`src/design/sclp_pkg.sv`:
```
// Shared types and constants of the serial command line parser.
package sclp_pkg;

  typedef enum logic [1:0] {
    KIND_ECHO     = 2'd0,
    KIND_ACCEPT   = 2'd1,
    KIND_INVALID  = 2'd2,
    KIND_TOO_LONG = 2'd3
  } kind_t;

  typedef struct packed {
    kind_t      kind;
    logic [7:0] echo_byte;
    logic [6:0] command_number;
    logic       last;
  } result_t;

  localparam logic [7:0] CH_BACKSPACE = 8'h08;
  localparam logic [7:0] CH_SPACE     = 8'h20;
  localparam logic [7:0] CH_CR        = 8'h0D;
  localparam logic [7:0] DIGIT_BASE   = 8'h30;
  localparam logic [7:0] DIGIT_LAST   = 8'h39;

  localparam int HEADER_LEN = 4;
  localparam int CHECK_LEN  = HEADER_LEN + 2;
  localparam int MAX_RESULTS = 3;

  localparam int FIFO_DEPTH = 4;
  localparam int FIFO_PTR_W = 2;
  localparam int FIFO_CNT_W = 3;

  localparam logic REG_HEADER_WORD   = 1'b0;
  localparam logic REG_COMMAND_COUNT = 1'b1;

  localparam logic [31:0] HEADER_WORD_RESET   = 32'h656E2B63;
  localparam logic [6:0]  COMMAND_COUNT_RESET = 7'd8;

endpackage

```
`src/design/sclp_result_fifo.sv`:
```
// Result queue of the parser: takes up to three results a cycle, delivers one while out_stall is low.
module sclp_result_fifo
  import sclp_pkg::*;
(
  input  logic       clk,
  input  logic       rst,
  input  logic [1:0] push_n,
  input  result_t    push_data [MAX_RESULTS],
  output logic       room,
  output logic       out_valid,
  input  logic       out_stall,
  output result_t    out_data
);

  result_t                 q [FIFO_DEPTH];
  logic [FIFO_PTR_W-1:0]   wr_ptr;
  logic [FIFO_PTR_W-1:0]   rd_ptr;
  logic [FIFO_CNT_W-1:0]   count;
  logic [FIFO_CNT_W-1:0]   count_next;
  logic [FIFO_CNT_W-1:0]   free_slots;
  logic                    pop;

  assign out_valid = (count != '0);
  assign pop       = out_valid && !out_stall;
  assign out_data  = q[rd_ptr];

  // Free slots count the entry that leaves in this cycle.
  assign free_slots = FIFO_CNT_W'(FIFO_DEPTH) - count + FIFO_CNT_W'(pop);
  assign room       = (free_slots >= FIFO_CNT_W'(MAX_RESULTS));

  assign count_next = count + FIFO_CNT_W'(push_n) - FIFO_CNT_W'(pop);

  always_ff @(posedge clk) begin
    if (rst) begin
      wr_ptr <= '0;
      rd_ptr <= '0;
      count  <= '0;
    end else begin
      wr_ptr <= wr_ptr + FIFO_PTR_W'(push_n);
      if (pop) begin
        rd_ptr <= rd_ptr + 1'b1;
      end
      count <= count_next;
    end
  end

  always_ff @(posedge clk) begin
    for (int k = 0; k < MAX_RESULTS; k++) begin
      if (2'(k) < push_n) begin
        q[wr_ptr + FIFO_PTR_W'(k)] <= push_data[k];
      end
    end
  end

endmodule

```
`src/design/serial_command_line_parser.sv`:
```
// Top level of the serial command line editor and parser.
//
//  channel   direction  handshake               payload
//  -------   ---------  ----------------------  ----------------------------------------
//  input     in         in_valid / in_stall     rx_byte
//  result    out        out_valid / out_stall   kind, echo_byte, command_number, last
//  config    in         APB psel/penable/pready paddr, pwdata, prdata
//
// One byte is taken into the input register per cycle while in_stall is low; it
// is processed once the result queue has room for three results, so the input side
// runs at one byte a cycle while the output side keeps up. The result port
// delivers one transaction a cycle while out_stall is low, and a byte yields 1 to 3
// results (backspace 3, carriage return or full line 2, any other byte 1).
// Reset clears the write position, queue and input register's full flag and resets the config
// registers to their defaults; stalls on the result side back up through the queue into in_stall.
module serial_command_line_parser
  import sclp_pkg::*;
#(
  parameter int LINE_SIZE = 32
) (
  input  logic        clk,
  input  logic        rst,
  // input channel
  input  logic        in_valid,
  output logic        in_stall,
  input  logic [7:0]  rx_byte,
  // result channel
  output logic        out_valid,
  input  logic        out_stall,
  output logic [1:0]  kind,
  output logic [7:0]  echo_byte,
  output logic [6:0]  command_number,
  output logic        last,
  // configuration port
  input  logic        psel,
  input  logic        penable,
  input  logic        pwrite,
  input  logic [2:0]  paddr,
  input  logic [31:0] pwdata,
  output logic [31:0] prdata,
  output logic        pready
);

  localparam int POS_W = $clog2(LINE_SIZE);
  localparam logic [POS_W-1:0] LAST_POS  = POS_W'(LINE_SIZE - 1);
  localparam logic [POS_W-1:0] CHECK_POS = POS_W'(CHECK_LEN);

  // Configuration registers.
  logic [31:0] header_word;
  logic [6:0]  command_count;
  logic        cfg_we;

  assign pready = 1'b1;
  assign cfg_we = psel && penable && pwrite;

  always_ff @(posedge clk) begin
    if (rst) begin
      header_word   <= HEADER_WORD_RESET;
      command_count <= COMMAND_COUNT_RESET;
    end else if (cfg_we) begin
      unique case (paddr[2])
        REG_HEADER_WORD:   header_word   <= pwdata;
        REG_COMMAND_COUNT: command_count <= pwdata[6:0];
        default: ;
      endcase
    end
  end

  // Register index sits at bit 2; the low address bits are byte lanes.
  always_comb begin
    unique case (paddr[2])
      REG_HEADER_WORD:   prdata = header_word;
      REG_COMMAND_COUNT: prdata = {25'd0, command_count};
      default:           prdata = '0;
    endcase
  end

  // Input register.
  logic       in_full;
  logic [7:0] in_byte;
  logic       room;
  logic       adv;

  assign adv      = in_full && room;
  assign in_stall = in_full && !room;

  always_ff @(posedge clk) begin
    if (rst) begin
      in_full <= 1'b0;
    end else if (!in_stall) begin
      in_full <= in_valid;
    end
  end

  always_ff @(posedge clk) begin
    if (in_valid && !in_stall) begin
      in_byte <= rx_byte;
    end
  end

  // Line state. Only the first header-plus-digits slots of the line are ever
  // read back, so just those are kept; each sits at a fixed slot.
  logic [POS_W-1:0] write_position;
  logic [POS_W-1:0] pos_next;
  logic [7:0]       line_head [CHECK_LEN];

  logic             is_bs;
  logic             is_cr;
  logic             header_ok;
  logic             digits_ok;
  logic [3:0]       d_hi;
  logic [3:0]       d_lo;
  logic [6:0]       number;
  logic             line_ok;

  assign is_bs = (in_byte == CH_BACKSPACE);
  assign is_cr = (in_byte == CH_CR);

  always_comb begin
    header_ok = 1'b1;
    for (int i = 0; i < HEADER_LEN; i++) begin
      if (line_head[i] != header_word[8*(HEADER_LEN-1-i) +: 8]) begin
        header_ok = 1'b0;
      end
    end
  end

  assign digits_ok = (line_head[HEADER_LEN]   >= DIGIT_BASE) &&
                     (line_head[HEADER_LEN]   <= DIGIT_LAST) &&
                     (line_head[HEADER_LEN+1] >= DIGIT_BASE) &&
                     (line_head[HEADER_LEN+1] <= DIGIT_LAST);

  // Digit value is the low nibble once the byte is known to be a digit.
  assign d_hi   = line_head[HEADER_LEN][3:0];
  assign d_lo   = line_head[HEADER_LEN+1][3:0];
  assign number = (7'(d_hi) << 3) + (7'(d_hi) << 1) + 7'(d_lo);

  // The carriage return must land right after the two digits.
  assign line_ok = (write_position == CHECK_POS) && header_ok && digits_ok &&
                   (number < command_count);

  // Results of the byte in the input register.
  result_t    res [MAX_RESULTS];
  logic [1:0] res_n;
  logic [1:0] push_n;

  always_comb begin
    for (int k = 0; k < MAX_RESULTS; k++) begin
      res[k] = '{kind: KIND_ECHO, echo_byte: 8'd0, command_number: 7'd0, last: 1'b0};
    end
    res[0].echo_byte = in_byte;
    res_n    = 2'd1;
    pos_next = write_position + 1'b1;
    if (is_bs) begin
      // Rub out: back, space, back; step the position back, but not below zero.
      res_n            = 2'd3;
      res[0].echo_byte = CH_BACKSPACE;
      res[1].echo_byte = CH_SPACE;
      res[2].echo_byte = CH_BACKSPACE;
      res[2].last      = 1'b1;
      pos_next = (write_position == '0) ? '0 : write_position - 1'b1;
    end else if (is_cr) begin
      res_n       = 2'd2;
      res[1].kind = line_ok ? KIND_ACCEPT : KIND_INVALID;
      res[1].command_number = line_ok ? number : 7'd0;
      res[1].last = 1'b1;
      pos_next    = '0;
    end else if (write_position == LAST_POS) begin
      // Line filled without a carriage return: drop it.
      res_n       = 2'd2;
      res[1].kind = KIND_TOO_LONG;
      res[1].last = 1'b1;
      pos_next    = '0;
    end else begin
      res[0].last = 1'b1;
    end
  end

  assign push_n = adv ? res_n : 2'd0;

  always_ff @(posedge clk) begin
    if (rst) begin
      write_position <= '0;
    end else if (adv) begin
      write_position <= pos_next;
    end
  end

  always_ff @(posedge clk) begin
    if (adv && !is_bs && (write_position < CHECK_POS)) begin
      line_head[write_position[2:0]] <= in_byte;
    end
  end

  // Result queue.
  result_t out_data;

  sclp_result_fifo u_result_fifo (
    .clk       (clk),
    .rst       (rst),
    .push_n    (push_n),
    .push_data (res),
    .room      (room),
    .out_valid (out_valid),
    .out_stall (out_stall),
    .out_data  (out_data)
  );

  assign kind           = out_data.kind;
  assign echo_byte      = out_data.echo_byte;
  assign command_number = out_data.command_number;
  assign last           = out_data.last;

`ifndef ASSERT_OFF
  a_pos_in_range: assert property (@(posedge clk) disable iff (rst)
    write_position <= LAST_POS)
    else $error("write position beyond the line store");

  a_verdict_is_last: assert property (@(posedge clk) disable iff (rst)
    out_valid && (out_data.kind != KIND_ECHO) |-> out_data.last)
    else $error("line verdict not marked as final result");

  a_cr_rewinds: assert property (@(posedge clk) disable iff (rst)
    adv && is_cr |=> write_position == '0)
    else $error("carriage return did not rewind the line");

  a_number_only_on_accept: assert property (@(posedge clk) disable iff (rst)
    out_valid && (out_data.kind != KIND_ACCEPT) |-> out_data.command_number == 7'd0)
    else $error("command number set on a result that is not an accept");
`endif

endmodule
```
`config.mk`:
```
export PLATFORM = sky130hd
export DESIGN_NAME = serial_command_line_parser
export DESIGN_NICKNAME = d
export VERILOG_FILES = /design/src/design/sclp_pkg.sv /design/src/design/sclp_result_fifo.sv /design/src/design/serial_command_line_parser.sv
export SDC_FILE = /design/constraint.sdc
export NUM_CORES = 1
export LEC_CHECK = 0
export BUFFER_PORTS_ARGS = -buffer_cell sky130_fd_sc_hd__buf_2
export CORE_ASPECT_RATIO = 1.75
export CORE_UTILIZATION = 55
export CTS_BUF_LIST = sky130_fd_sc_hd__clkbuf_4 sky130_fd_sc_hd__clkbuf_8
export CTS_CLUSTER_DIAMETER = 30
export DETAILED_ROUTE_END_ITERATION = 10
export MAX_ROUTING_LAYER = met4
export PLACE_DENSITY_LB_ADDON = 0.08
export SLEW_MARGIN = 20
export SYNTH_ARGS = -nofsm -noshare
export SYNTH_HDL_FRONTEND = slang
export SYNTH_SLANG_ARGS = --single-unit
```
`constraint.sdc`:
```
create_clock -name clk -period 3.5 [get_ports clk]
set_input_delay 0.525 -clock clk [delete_from_list [all_inputs] [get_ports clk]]
set_output_delay 0.525 -clock clk [all_outputs]
set_load 0.03 [all_outputs]
```
==> flow_metrics.tcl <==
set metrics [dict create \
    root_buffer "clkbuf_8" \
    fin_crit_ns 3.66 \
    powerDensity_mw_per_mm2 551 \
    synthAdderAreaFrac_pct 4.09 \
    die_w_microns 96.0 \
    tns_ns -2.67 \
    h-tree-depth 4 \
    clock_latency_ns 0.46 \
    port_buffers 99 \
    synth_compound_area_share_pct 11.3 \
    syn_area_per_cell_sq_um 9.99 \
    status "finished, violations left" \
    critPathRequiredTime_ns 3.86 \
    muxShareOfSynthArea_pct 6.98 \
    drc 0 \
    antenna_cells 0 \
    fmax_mhz 273 \
    firstDrtPassIters 4 \
    core_area_sq_mm 0.0150 \
    async_flop_share_pct 0 \
    timing.final.hold_violations 0 \
    io_pins 103 \
    synth_edf_count 64 \
    timing.slew.headroom_pct 33.8 \
    hpwl_mm 16.4 \
    crit_arrival_ns 4.02 \
    clkTransAtPathRegs_ns 0.12 \
    synth_top_area_share_pct 27.8 \
    period_share_pct 105 \
    syn_nets 927 \
    ys_seq_elements 182 \
    numCtsBuffers 17 \
    via_per_inst 5.79 \
    routabilityCongestion 0.918 \
    fin_skew_ns 0.0196 \
    routed_wl_mm 22.1 \
    dieHeight_microns 166 \
    ys.flop_type "dfxtp_1" \
    rsz0062_at_grt "yes" \
    grt_pass1_wl_mm 35.0 \
    yosysTopAreaCell "dfxtp_1" \
    overflow 0 \
    cts_tree "built" \
    worst_pin_slew_ns 0.991 \
    yosys.area_share.simple_pct 19.5 \
    num_vias 6779 \
    final_layout_size_suffix_gt1_share_pct 24.4 \
    synth-xor-area-share_pct 3.50 \
    whs_endpoint "in_byte[1]" \
    rows 59 \
    synth_top_family_by_area "simple AND/OR/NAND/NOR gates" \
    netlist_area_sq_mm 0.00850 \
    hold_slack_ns 0.233 \
    grt_start_max_net_pins 54 \
    end_kind "flip-flop" \
    initial_utilization_pct 56.7 \
    r2r_slack_ns -0.16 \
    setup_viol 33 \
    ys_seq_area_share_pct 50.4 \
    r2r_end "u_result_fifo.q[0][4]" \
    grt_pass1_vias 6894 \
    yosysWarnings 0 \
    synth_most_common_cell "nand2_1" \
    r2r_start "line_head[4][0]" \
    synth_cell_types 66 \
    synth_common_cells "172 x nand2_1, 118 x dfxtp_1, 64 x edfxtp_1, 44 x a21oi_1, 43 x nor2_1" \
    drv_cap 0 \
    hold_path_class "in2reg" \
    ir_drop_mv 0.529 \
    dieArea_sq_mm 0.0160 \
    ant_nets 0 \
    cts.sinks 182 \
    drt_iter0_markers 318 \
    failed_checks "negative setup slack" \
    setup_ws_ns -0.162 \
    cp_max_fo 26 \
    clock_path_buffers 2 \
    yosys-top-cells-area "dfxtp_1 28%, edfxtp_1 23%, nand2_1 7.6%" \
    slew_viol_final 0 \
    n_fill_cell 1218 \
    cp-start-kind "flip-flop" \
    reg2reg_depth 15 \
    grt_usage_pct 29.9 \
    post_drt_wl_per_cell_microns 18.9 \
    power.total_mw 5.48 \
    whs_path_depth 1 \
    area_delta_synth_final_pct 16.9 \
    syn_inst 851 \
    leakage_nw 3.95 \
    critPathKind "reg2reg" \
    num-nets-final 1051 \
    worstHoldStart "rx_byte[1]" \
    antenna_found_initial 0 \
]
## layout by cell type (no fill, tap or decap), types with 4 or more instances in the layout
cell	count
buf_2	99
nor4_1	11
o21ai_0	25
nand2b_1	20
mux2i_1	12
mux4_2	18
nand4_1	10
mux2_2	6
xnor2_1	7
o31ai_2	6
edfxtp_1	64
o21ai_1	8
nand3b_1	17
nand2_1	171
a22oi_1	7
inv_6	5
nor3_1	10
buf_4	47
a21oi_1	42
nor2b_1	30
a22o_1	4
o31ai_1	19
nor2_1	41
xor2_1	26
dfxtp_1	118
clkinv_8	5
clkbuf_8	17
inv_1	36
o2111ai_1	5
nand3_1	10
ha_1	23
and3_1	4
## registers in the layout, indices dropped and copies added (netlist names), named ones only
name and count:
command_count 7, header_word 32, in_byte 8, in_full 1
line_head 48, u_result_fifo.count 3, u_result_fifo.q 72, u_result_fifo.rd_ptr 2
u_result_fifo.wr_ptr 2, write_position 5
## metal layers
layer | up-vias | share of wire [%] | routed length, microns | GRT usage, %
li1 | 3241 | - | - | -
met3 | 44 | 3.8 | 851 | 4.61
met1 | 3287 | 38 | 8350 | 31.4
met4 | 0 | 2.6 | 585 | 12.6
met5 | - | 0 | 0 | -
met2 | 207 | 56 | 12400 | 53.9
## worst max-delay path: stages, from the launching register on
cell      delay (ns)
edfxtp_1        0.39
inv_2           0.05
fa_1            0.54
inv_2           0.04
fa_2            0.34
a21o_1          0.17
a21oi_2         0.18
xnor2_2         0.11
ha_1            0.33
nand2_2         0.08
nand4_1         0.10
or4_4           0.44
nor4_4          0.23
nand2_2         0.12
buf_12          0.18
o31ai_1         0.26
## worst max-delay path by stage
stage / to / cells after the start / startpoint / slack [ns]
3_3_place_gp: u_result_fifo.q[2][3] / 15 / line_head[4][0] / -0.04
6_report: u_result_fifo.q[0][4] / 15 / line_head[4][0] / -0.16
4_1_cts: u_result_fifo.q[1][1] / 15 / line_head[4][0] / -0.16
2_1_floorplan: u_result_fifo.q[0][1] / 14 / line_head[4][1] / 0.02
5_1_grt: u_result_fifo.q[0][4] / 15 / line_head[4][0] / -0.34
3_5_place_dp: u_result_fifo.q[0][16] / 16 / line_head[4][0] / -0.18
## repair_timing
item / in CTS / in global routing
pin swaps: 7 / 7
buffers inserted: 3 / 1
gates resized for setup: 18 / 8
hold buffers: 0 / 0
endpoints found under the setup margin: 36 / 36
## power by group
group / switching, mW / total [mW] / internal [mW]
combinational: 0.834 / 1.36 / 0.528
clock: 0.892 / 1.51 / 0.623
sequential: 0.161 / 2.60 / 2.44
## kinds of logic (layout without fill, tap and decap cells)
group           count (synthesis)  in the layout
simple gates                  345            345
flops                         182            182
compound gates                146            146
buf+inv                        81            218
mux                            36             36
xor+xnor                       34             34
fa+ha+maj                      26             26
other cells                     1              1
## final cells by class
class / instances / area, sq um / area share (%)
Tap cell: 183 / 229 / 2.31
Clock inverter: 15 / 200 / 2.02
Inverter: 39 / 146 / 1.47
Timing Repair Buffer: 147 / 868 / 8.74
Sequential cell: 182 / 4280 / 43.1
Clock buffer: 17 / 234 / 2.36
Multi-Input combinational cell: 588 / 3970 / 40.0
## per-stage QoR
step	area [sq um]	std cells	setup slack, ns	utilization (%)
2_1_floorplan	8530	851	0.0154	-
3_3_place_gp	9390	1135	-0.0445	62.7
3_5_place_dp	9390	1135	-0.178	62.7
4_1_cts	9900	1170	-0.158	66.0
5_1_grt	9930	1171	-0.336	66.3
6_report	9930	1171	-0.162	66.3
No activity file was read; power rests on OpenSTA's default activity.
